===== config.mk =====
export PLATFORM = sky130hd
export DESIGN_NAME = bank_switch_mapper_with_protection_flat
export DESIGN_NICKNAME = d
export VERILOG_FILES = /design/src/sv/bsm_pkg.sv /design/src/sv/bsm_channels.sv /design/src/sv/bank_switch_mapper_with_protection.sv /design/src/flat_wrapper.sv
export SDC_FILE = /design/constraint.sdc
export NUM_CORES = 1
export LEC_CHECK = 0
export BUFFER_PORTS_ARGS = -buffer_cell sky130_fd_sc_hd__buf_2
export CAP_MARGIN = 10
export CORE_MARGIN = 5
export CORE_UTILIZATION = 45
export CTS_BUF_LIST = sky130_fd_sc_hd__clkbuf_8 sky130_fd_sc_hd__clkbuf_16
export CTS_CLUSTER_SIZE = 12
export DETAILED_ROUTE_END_ITERATION = 10
export GPL_ROUTABILITY_DRIVEN = 0
export HOLD_SLACK_MARGIN = 0.15
export PLACE_DENSITY = 0.72
export SETUP_SLACK_MARGIN = 0.15
export SLEW_MARGIN = 20
export SYNTH_ARGS = -nofsm -noshare
export SYNTH_HDL_FRONTEND = slang
export SYNTH_SLANG_ARGS = --single-unit

===== constraint.sdc =====
create_clock -name clock -period 4.4 [get_ports clock]
set_input_delay 0.22 -clock clock [delete_from_list [all_inputs] [get_ports clock]]
set_output_delay 0.22 -clock clock [all_outputs]
set_load 0.01 [all_outputs]

===== src/sv/bsm_pkg.sv =====
// Shared types and constants of the bank switch mapper.
package bsm_pkg;

   typedef enum logic [1:0] {
      OP_CPU_WRITE = 2'd0,
      OP_PROT_READ = 2'd1,
      OP_PRG_FETCH = 2'd2,
      OP_CHR_FETCH = 2'd3
   } opcode_type;

   typedef struct packed {
      opcode_type  opcode;
      logic [15:0] address;
      logic [7:0]  write_data;
      logic [7:0]  open_bus;
   } req_word_type;

   typedef struct packed {
      logic [7:0]  read_data;
      logic [8:0]  mapped_bank;
      logic [20:0] mapped_address;
      logic        mirror_mode;
   } rsp_word_type;

   // Configuration register indexes.
   localparam logic CSR_PRG_BANK_MASK = 1'b0;
   localparam logic CSR_CHR_BANK_MASK = 1'b1;

   localparam logic [7:0] PRG_MASK_RESET = 8'd15;
   localparam logic [8:0] CHR_MASK_RESET = 9'd255;

   // Write decode on address bits 15, 14, 13 and 0.
   localparam logic [3:0] WR_COMMAND  = 4'b1000;
   localparam logic [3:0] WR_BANK     = 4'b1001;
   localparam logic [3:0] WR_MIRRORING = 4'b1010;

   // Fixed program banks and the protection window (address bits 15..11).
   localparam logic [7:0] PRG_BANK_SECOND_LAST = 8'hFE;
   localparam logic [7:0] PRG_BANK_LAST        = 8'hFF;
   localparam logic [4:0] PROT_WINDOW          = 5'b01011;

endpackage


===== src/sv/bsm_channels.sv =====
// Valid/ready channel interfaces for the request and response words.
interface bsm_req_if;
   logic                  valid;
   logic                  ready;
   bsm_pkg::req_word_type data;

   modport source (output valid, output data, input ready);
   modport sink (input valid, input data, output ready);
endinterface

interface bsm_rsp_if;
   logic                  valid;
   logic                  ready;
   bsm_pkg::rsp_word_type data;

   modport source (output valid, output data, input ready);
   modport sink (input valid, input data, output ready);
endinterface


===== src/sv/bank_switch_mapper_with_protection.sv =====
// Top level of the bank switch mapper with protection read port.
//
// Each request word is one bus access: a CPU register write, a CPU read of
// the protection window, a CPU program fetch or a PPU pattern fetch. Every
// request produces exactly one response word carrying the read byte, the
// masked bank number, the physical ROM address and the current mirroring.
// Register writes update the command byte, the eight bank registers or the
// mirroring bit, in request order.
// A request is registered on acceptance and its response is computed from
// that register into the output register. One word is accepted every cycle
// while rsp_chan.ready stays high; the rate is set by the single decode
// and mapping stage.
// The CSR port sets the program and pattern bank masks; write it only while
// no request is in flight.
// Reset clears all mapper state and loads the default masks. When the
// receiver stalls, the response holds; an empty input stage takes one more
// word, and req_chan.ready drops once that stage is full.
module bank_switch_mapper_with_protection (
   input  logic             clock,
   input  logic             reset,
   bsm_req_if.sink          req_chan,
   bsm_rsp_if.source        rsp_chan,
   input  logic             csr_wr_en,
   input  logic             csr_index,
   input  logic [8:0]       csr_wr_data
);

   logic [7:0]            prg_mask_ff;
   logic [8:0]            chr_mask_ff;
   logic [7:0]            command_ff, command_in;
   logic [7:0]            bank_regs_ff [8];
   logic                  mirroring_ff, mirroring_in;
   logic                  bank_we;

   logic                  stage_valid_ff;
   bsm_pkg::req_word_type stage_word_ff;
   logic                  out_valid_ff;
   bsm_pkg::rsp_word_type out_word_ff, out_word_in;
   logic                  advance;

   logic [15:0]           addr;
   logic [12:0]           ppu_addr;
   logic [12:0]           pat_addr;
   logic [2:0]            reg_sel;
   logic [7:0]            reg_value;
   logic [7:0]            raw_bank;
   logic [7:0]            bank;

   assign advance        = stage_valid_ff && (!out_valid_ff || rsp_chan.ready);
   assign req_chan.ready = !stage_valid_ff || advance;
   assign rsp_chan.valid = out_valid_ff;
   assign rsp_chan.data  = out_word_ff;

   assign addr      = stage_word_ff.address;
   assign ppu_addr  = addr[12:0];
   assign pat_addr  = ppu_addr ^ {command_ff[7], 12'd0};
   assign reg_value = bank_regs_ff[reg_sel];

   // Bank register that feeds the window being fetched.
   always_comb begin
      reg_sel = 3'd0;
      case (stage_word_ff.opcode)
         bsm_pkg::OP_PRG_FETCH: begin
            case (addr[14:13])
               2'd0:    reg_sel = 3'd4;
               2'd1:    reg_sel = 3'd5;
               2'd2:    reg_sel = 3'd4;
               default: reg_sel = 3'd0;
            endcase
         end
         bsm_pkg::OP_CHR_FETCH: begin
            if (!pat_addr[12]) begin
               reg_sel = pat_addr[11] ? 3'd2 : 3'd0;
            end else begin
               case (pat_addr[11:10])
                  2'd0:    reg_sel = 3'd6;
                  2'd1:    reg_sel = 3'd1;
                  2'd2:    reg_sel = 3'd7;
                  default: reg_sel = 3'd3;
               endcase
            end
         end
         default: ;
      endcase
   end

   always_comb begin
      command_in   = command_ff;
      mirroring_in = mirroring_ff;
      bank_we      = 1'b0;
      raw_bank     = reg_value;
      bank         = 8'd0;
      out_word_in  = '0;

      case (stage_word_ff.opcode)
         bsm_pkg::OP_CPU_WRITE: begin
            unique case ({addr[15:13], addr[0]})
               bsm_pkg::WR_COMMAND:   command_in = stage_word_ff.write_data;
               bsm_pkg::WR_BANK:      bank_we = 1'b1;
               bsm_pkg::WR_MIRRORING: mirroring_in = ~stage_word_ff.write_data[0];
               default: ;
            endcase
         end
         bsm_pkg::OP_PROT_READ: begin
            if (addr[15:11] == bsm_pkg::PROT_WINDOW) begin
               out_word_in.read_data = (stage_word_ff.open_bus & 8'hFE)
                                     | (addr[7:0] & addr[15:8]);
            end else begin
               out_word_in.read_data = stage_word_ff.open_bus;
            end
         end
         bsm_pkg::OP_PRG_FETCH: begin
            // Swap mode trades the first and third windows.
            case (addr[14:13])
               2'd0: begin
                  raw_bank = command_ff[6] ? bsm_pkg::PRG_BANK_SECOND_LAST : reg_value;
               end
               2'd1: raw_bank = reg_value;
               2'd2: begin
                  raw_bank = command_ff[6] ? reg_value : bsm_pkg::PRG_BANK_SECOND_LAST;
               end
               default: raw_bank = bsm_pkg::PRG_BANK_LAST;
            endcase
            bank = raw_bank & prg_mask_ff;
            out_word_in.mapped_bank    = {1'b0, bank};
            out_word_in.mapped_address = {bank, addr[12:0]};
         end
         default: begin
            if (!pat_addr[12]) begin
               // Lower half: two 2K windows, mask halved.
               bank    = reg_value & chr_mask_ff[8:1];
               out_word_in.mapped_bank    = {1'b0, bank};
               out_word_in.mapped_address = {2'd0, bank, ppu_addr[10:0]};
            end else begin
               bank = reg_value & chr_mask_ff[7:0];
               out_word_in.mapped_bank    = {1'b0, bank};
               out_word_in.mapped_address = {3'd0, bank, ppu_addr[9:0]};
            end
         end
      endcase

      out_word_in.mirror_mode = mirroring_in;
   end

   always_ff @(posedge clock) begin
      if (reset) begin
         prg_mask_ff    <= bsm_pkg::PRG_MASK_RESET;
         chr_mask_ff    <= bsm_pkg::CHR_MASK_RESET;
         command_ff     <= 8'd0;
         mirroring_ff   <= 1'b0;
         stage_valid_ff <= 1'b0;
         out_valid_ff   <= 1'b0;
         for (int i = 0; i < 8; i++) begin
            bank_regs_ff[i] <= 8'd0;
         end
      end else begin
         if (csr_wr_en) begin
            unique case (csr_index)
               bsm_pkg::CSR_PRG_BANK_MASK: prg_mask_ff <= csr_wr_data[7:0];
               bsm_pkg::CSR_CHR_BANK_MASK: chr_mask_ff <= csr_wr_data;
               default: ;
            endcase
         end
         if (req_chan.ready) begin
            stage_valid_ff <= req_chan.valid;
         end
         if (advance) begin
            command_ff   <= command_in;
            mirroring_ff <= mirroring_in;
            if (bank_we) begin
               bank_regs_ff[command_ff[2:0]] <= stage_word_ff.write_data;
            end
            out_valid_ff <= 1'b1;
         end else if (rsp_chan.ready) begin
            out_valid_ff <= 1'b0;
         end
      end
   end

   always_ff @(posedge clock) begin
      if (req_chan.ready && req_chan.valid) begin
         stage_word_ff <= req_chan.data;
      end
      if (advance) begin
         out_word_ff <= out_word_in;
      end
   end

endmodule

===== src/flat_wrapper.sv =====
// flat-port wrapper written by rule: the top's interface ports become plain ports
module bank_switch_mapper_with_protection_flat 
  (clock, reset, csr_wr_en, csr_index, csr_wr_data, req_chan_valid, req_chan_data, req_chan_ready, rsp_chan_valid, rsp_chan_data, rsp_chan_ready);
  bsm_req_if req_chan_i ();
  bsm_rsp_if rsp_chan_i ();
  input  logic clock;
  input  logic reset;
  input  logic csr_wr_en;
  input  logic csr_index;
  input  logic [8:0] csr_wr_data;
  input wire logic [$bits(req_chan_i.valid)-1:0] req_chan_valid;
  input wire logic [$bits(req_chan_i.data)-1:0] req_chan_data;
  output wire logic [$bits(req_chan_i.ready)-1:0] req_chan_ready;
  output wire logic [$bits(rsp_chan_i.valid)-1:0] rsp_chan_valid;
  output wire logic [$bits(rsp_chan_i.data)-1:0] rsp_chan_data;
  input wire logic [$bits(rsp_chan_i.ready)-1:0] rsp_chan_ready;
  assign req_chan_i.valid = req_chan_valid;
  assign req_chan_i.data = req_chan_data;
  assign req_chan_ready = req_chan_i.ready;
  assign rsp_chan_valid = rsp_chan_i.valid;
  assign rsp_chan_data = rsp_chan_i.data;
  assign rsp_chan_i.ready = rsp_chan_ready;
  bank_switch_mapper_with_protection u_core (.clock(clock), .reset(reset), .req_chan(req_chan_i), .rsp_chan(rsp_chan_i), .csr_wr_en(csr_wr_en), .csr_index(csr_index), .csr_wr_data(csr_wr_data));
endmodule

Word level (Yosys, flattened, before mapping):

Memories as Yosys holds them, arrays and structs flattened.
Cells that the tools add are included.

* memories: 1
* flip-flop bits (word level): 101
* bits in writable memories: 64

* reduce and logical (&&, ||, !) cells: 16
* equality and inequality tests: 11
* muxes and demuxes: 27
* bitwise gates (word level): 8

Memory list
* u_core.bank_regs_ff: words 8, width 8, read ports 1, clocked after memory_dff 0, write ports 8, RTL line bank_switch_mapper_with_protection.sv:31 `logic [7:0] bank_regs_ff [8];`

Operator list (count)
* one-hot mux 30 bit (2 select lines): 1
* 2-to-1 mux 8 bit: 5
* bitwise AND 8 bit: 4
* 2-to-1 mux 29 bit: 1
* one-hot mux 8 bit (3 select lines): 1
* 2-to-1 mux 1 bit: 13
* bitwise XOR 13 bit: 1
* equality test 4 bit (second input constant): 3
* one-hot mux 3 bit (2 select lines): 2
* one-hot mux 3 bit (3 select lines): 1
* equality test 2 bit (second input constant): 4
* bitwise OR 8 bit: 1
* OR reduction 8 bit: 1
* equality test 2 x 1 -> 1 bit (second input constant): 3
* logical NOT 2 bit: 3
* 2-to-1 mux 3 bit: 2
* equality test 5 x 4 -> 1 bit (second input constant): 1
* AND reduction 2 bit: 2
* OR reduction 2 bit: 2
* AND reduction 3 bit: 1
* logical AND 1 bit: 2
* logical NOT 1 bit: 2
* logical OR 1 bit: 2
* 2-to-1 mux 2 bit: 1
* 2 further kinds: 3

Logic depth before layout (Yosys ltp):

An unclocked memory read counts as a cell.

* word-level depth: 11
* gate-level depth with buffers: 9
* gate-level depth less buffers: 6

Worst setup path before layout:

No wires, ideal clock.

* path kind: register to register
* from: register u_core.stage_word_ff[32] (netlist name)
* to: memory u_core.bank_regs_ff[6][0] (enable)
* stages on the path, launching flop included: 8
* arrival: 1.911 ns
* setup time: 0.309 ns
* setup slack: 2.180 ns
* data required time: 4.091 ns
* path through: edfxtp_1 buf_4 nor4b_2 nand3_1 nor4b_1 nand2b_1 nor2_1 or2_2

RTL lines
* from (decl): RTL line bank_switch_mapper_with_protection.sv:36 `bsm_pkg::req_word_type stage_word_ff;`
* from (signal assigned): RTL line bank_switch_mapper_with_protection.sv:182 `stage_word_ff <= req_chan.data;`
* to (decl): RTL line bank_switch_mapper_with_protection.sv:31

==> out/summary.log <==
INFO  run_status     run_status=complete, no violations
INFO  synth          synth_edf_count=136
INFO  timing         rsz0062_at_grt=no
INFO  timing         finalHoldViolCount=0
INFO  synth          synth_commonest_cells=sky130_fd_sc_hd__edfxtp_1 (136), sky130_fd_sc_hd__and2_1 (77), sky130_fd_sc_hd__nand2_1 (58)
INFO  critical_path  r2r_end=u_core.rsp_chan.data[16]
INFO  die            initial_utilization=45.53%
INFO  clock_tree     clk_path_buf_depth=2
INFO  critical_path  critical_path_required=4580ps
INFO  global_routing number_of_global_route_vias_before_repair=4941
INFO  synth          synth_seq_cells=161
INFO  synth          post_synth_main_area_contributors=sky130_fd_sc_hd__edfxtp_1 (57%), sky130_fd_sc_hd__dfxtp_1 (7.0%), sky130_fd_sc_hd__and2_1 (6.7%)
INFO  drt            drc_errors_left=0
INFO  synth          synthesis.instances=584
INFO  hold_path      hold_class=input pin to register
INFO  synth          synth.most_common_cell=sky130_fd_sc_hd__edfxtp_1
INFO  place          count_of_buffers_inserted_at_the_top_level_ports=88
INFO  critical_path  r2r.worst_path.cells=6
INFO  critical_path  endpoint_kind=register
INFO  critical_path  critical_path.startpoint_type=register
INFO  synth          yosysTopAreaCell=sky130_fd_sc_hd__edfxtp_1
INFO  timing         final.min_clock_period=3286ps
INFO  critical_path  cp_bufs_invs=0
INFO  die            design.core.area=15710um^2
INFO  synth          netlist.area_leader.share=57.08%
INFO  critical_path  timing.rr.start=u_core.stage_word_ff[33]
INFO  cells_and_area drive_gt1_share=20.25%
INFO  critical_path  r2r_setup_slack=1110ps
INFO  timing         fmax=304.3MHz
INFO  synth          ys_types=57
INFO  critical_path  critical_path_depth=6
INFO  global_routing grt_antenna_before_repair=0
INFO  timing         timing.clock.skew=13.23ps
INFO  drt            detail_route.wl_per_cell=18.50um
INFO  hold_path      worst_hold_path.endpoint=u_core.chr_mask_ff[2]
INFO  synth          async_flop_share=0%
INFO  global_routing maximum_number_of_pins_on_one_net_before_global_route_repair=39
INFO  critical_path  critPathTopFamily=compound AO/OA/AOI/OAI gates
INFO  power          p_total=3.588mW
INFO  timing         period_utilization_post_route=74.68%
INFO  clock_tree     tritoncts_clock_tree=yes
INFO  cells_and_area nets=757
INFO  cells_and_area final.fill_count=1256
INFO  drt            detailroute.via_count=5204
INFO  clock_tree     cts_max_level=4
INFO  clock_tree     worst_skew_pair.late_latency=440ps
INFO  drt            drt-pass1-iter-count=5
INFO  global_routing grt_first_pass_wirelength=26.52mm
INFO  power          p_per_area=406.3nW/um^2
INFO  power          maximum_resistive_drop_on_vdd=267.7uV
INFO  die            num_rows=46
INFO  place          placed_area=7737um^2
INFO  synth          synth.avg_cell_area=12.25um^2
INFO  timing         holdWs=254.1ps
INFO  critical_path  critical_path.max_stage_delay=690ps
INFO  clock_tree     post-cts-setup-buffer-count=0
INFO  clock_tree     cts_buffers=17
INFO  critical_path  crit_slowest_cell=sky130_fd_sc_hd__edfxtp_1
INFO  clock_tree     post_cts_resize_count=0
INFO  clock_tree     numClockSinks=161
INFO  timing         worst_slew_pin_slew=995.1ps
INFO  timing         maxSlewViolCount=0
INFO  synth          syn_nets=633
INFO  drt            postRouteWirelength=17.35mm
INFO  drt            dr.first_iter.drc_count=546
INFO  critical_path  critPathKind=register to register
INFO  die            design.portCount=90
INFO  global_routing globalRoute.totalOverflow=0
INFO  cells_and_area multiInputGateArea=2360um^2
INFO  synth          synth.yosys.seq_area_share=64.08%
INFO  critical_path  critPathArrivalTime=3470ps
INFO  synth          synth-main-ff-cell=sky130_fd_sc_hd__edfxtp_1
INFO  power          power.static_leakage=3.377nW
INFO  timing         max_slew_margin=33.33%
INFO  timing         setup-tns-final=0ps
INFO  cells_and_area postLayoutCellArea=8831um^2
INFO  global_routing grt_util_all_layers=19.03%
INFO  clock_tree     clk_pin_slew=70ps
INFO  critical_path  worstPathMaxFanout=20
INFO  place          dp_hpwl=11.90mm
INFO  synth          netlist_area=7154um^2
INFO  clock_tree     clk_root_buffer_cell=sky130_fd_sc_hd__clkbuf_16
INFO  cells_and_area syn_to_final_growth=23.43%
INFO  drt            route.antenna.remaining_nets=0
INFO  run            max_cap_violations=0
INFO  drt            detail_route.vias_per_cell=5.548
INFO  hold_path      worstHoldStart=csr_index
INFO  die            die_x=136.1um
INFO  timing         timing.final.setup_violations=0
INFO  synth          yosysWarningCount=0
INFO  hold_path      min_path_cells=3
INFO  die            full_die_area=18520um^2
INFO  die            fp.dieH=136.1um
INFO  critical_path  cell_by_cell_trace_of_the_critical_path=nand3b_1 -> o22ai_1 -> o211ai_1 -> a32oi_1 -> nand2_1 -> a41o_1
INFO  cells_and_area flip_flop_and_latch_area=4584um^2
[worst max-delay path by stage]
| stage | start | endpoint |
|---|---|---|
| floorplan | u_core.stage_word_ff[32] | u_core.bank_regs_ff[6][0] |
| global placement | u_core.stage_word_ff[33] | u_core.rsp_chan.data[23] |
| detailed placement | u_core.stage_word_ff[33] | u_core.rsp_chan.data[19] |
| CTS | u_core.stage_word_ff[33] | u_core.rsp_chan.data[19] |
| global route | u_core.stage_word_ff[33] | u_core.rsp_chan.data[16] |
| finish | u_core.stage_word_ff[33] | u_core.rsp_chan.data[16] |
[through the flow]
stage / setup WS [ps] / util [%] / cells
floorplan: 2180 / - / 584
global placement: 1364 / 49.24 / 858
detailed placement: 1302 / 49.24 / 858
CTS: 1269 / 56.14 / 937
global route: 979.3 / 56.19 / 937
finish: 1114 / 56.20 / 938
[metal layers]
| metal | part of all wire [%] | global-route usage [%] | vias up |
|---|---|---|---|
| li1 | - | - | 2409 |
| met2 | 50 | 31.87 | 213 |
| met5 | 0 | 0 | - |
| met3 | 6.1 | 4.959 | 32 |
| met4 | 1.8 | 6.103 | 0 |
| met1 | 42 | 24.21 | 2550 |
[placed cells by master, fill, tap and decap left out, drive strengths merged, types with 6 or more instances in the layout]
master       instances
buf                 92
edfxtp             136
a211o               10
or2                 10
dlygate4sd3         47
o221ai              10
clkbuf              17
and2                78
nor2                28
nand2               58
nand2b               8
a32oi                6
a21oi               21
mux2i               16
inv                 26
nand3               24
o211ai              19
dfxtp               25
o21ai               16
a31oi                9
and3                11
nand3b               6
[what timing repair did]
action	CTS	global route
hold buffers	47	0
endpoints found under the setup margin	0	0
endpoints found under the hold margin	53	0
[flip-flops by register name, indices dropped and copies added, names as in the netlist]
signal / flops
u_core.stage_word_ff: 18
u_core.command_ff: 5
u_core.rsp_chan.valid: 1
u_core.bank_regs_ff: 64
u_core.addr: 16
u_core.prg_mask_ff: 8
u_core.rsp_chan.data: 38
u_core.stage_valid_ff: 1
u_core.mirroring_ff: 1
u_core.chr_mask_ff: 9
[cells by family (layout without fill, tap and decap cells)]
logic type                count (synthesis)  count (layout)  share of synthesized area [%]
DFF                                     161             161                          64.08
xor gates and xnor gates                  3               3                         0.4723
AOI/OAI and AO/OA                       117             117                          12.47
other                                     1               2                        0.05242
muxes                                    16              16                          2.238
and+or+nand+nor                         236             236                          17.65
buffers and inverters                    50             187                          3.043
[worst reg2reg max path: cells and delay by family (launching register included)]
kind	cells	cell delay (ps)
AND/OR/NAND/NOR	2	790
flip-flops	1	690
AO/OA/AOI/OAI	4	1560
[final cells by class]
class | count | share of cell area (%)
Antenna cell | 1 | 0.02834
Clock buffer | 17 | 4.817
Clock inverter | 15 | 2.125
Inverter | 16 | 0.6801
Multi-Input combinational cell | 373 | 26.72
Sequential cell | 161 | 51.91
Tap cell | 216 | 3.060
Timing Repair Buffer | 139 | 10.65
[power by group]
group	switching [mW]	internal [mW]	total (mW)
Clock	0.654	0.866	1.52
Sequential	0.0540	1.73	1.78
Combinational	0.166	0.121	0.288
Total	0.875	2.71	3.59
No activity file was read; power rests on OpenSTA's default activity.
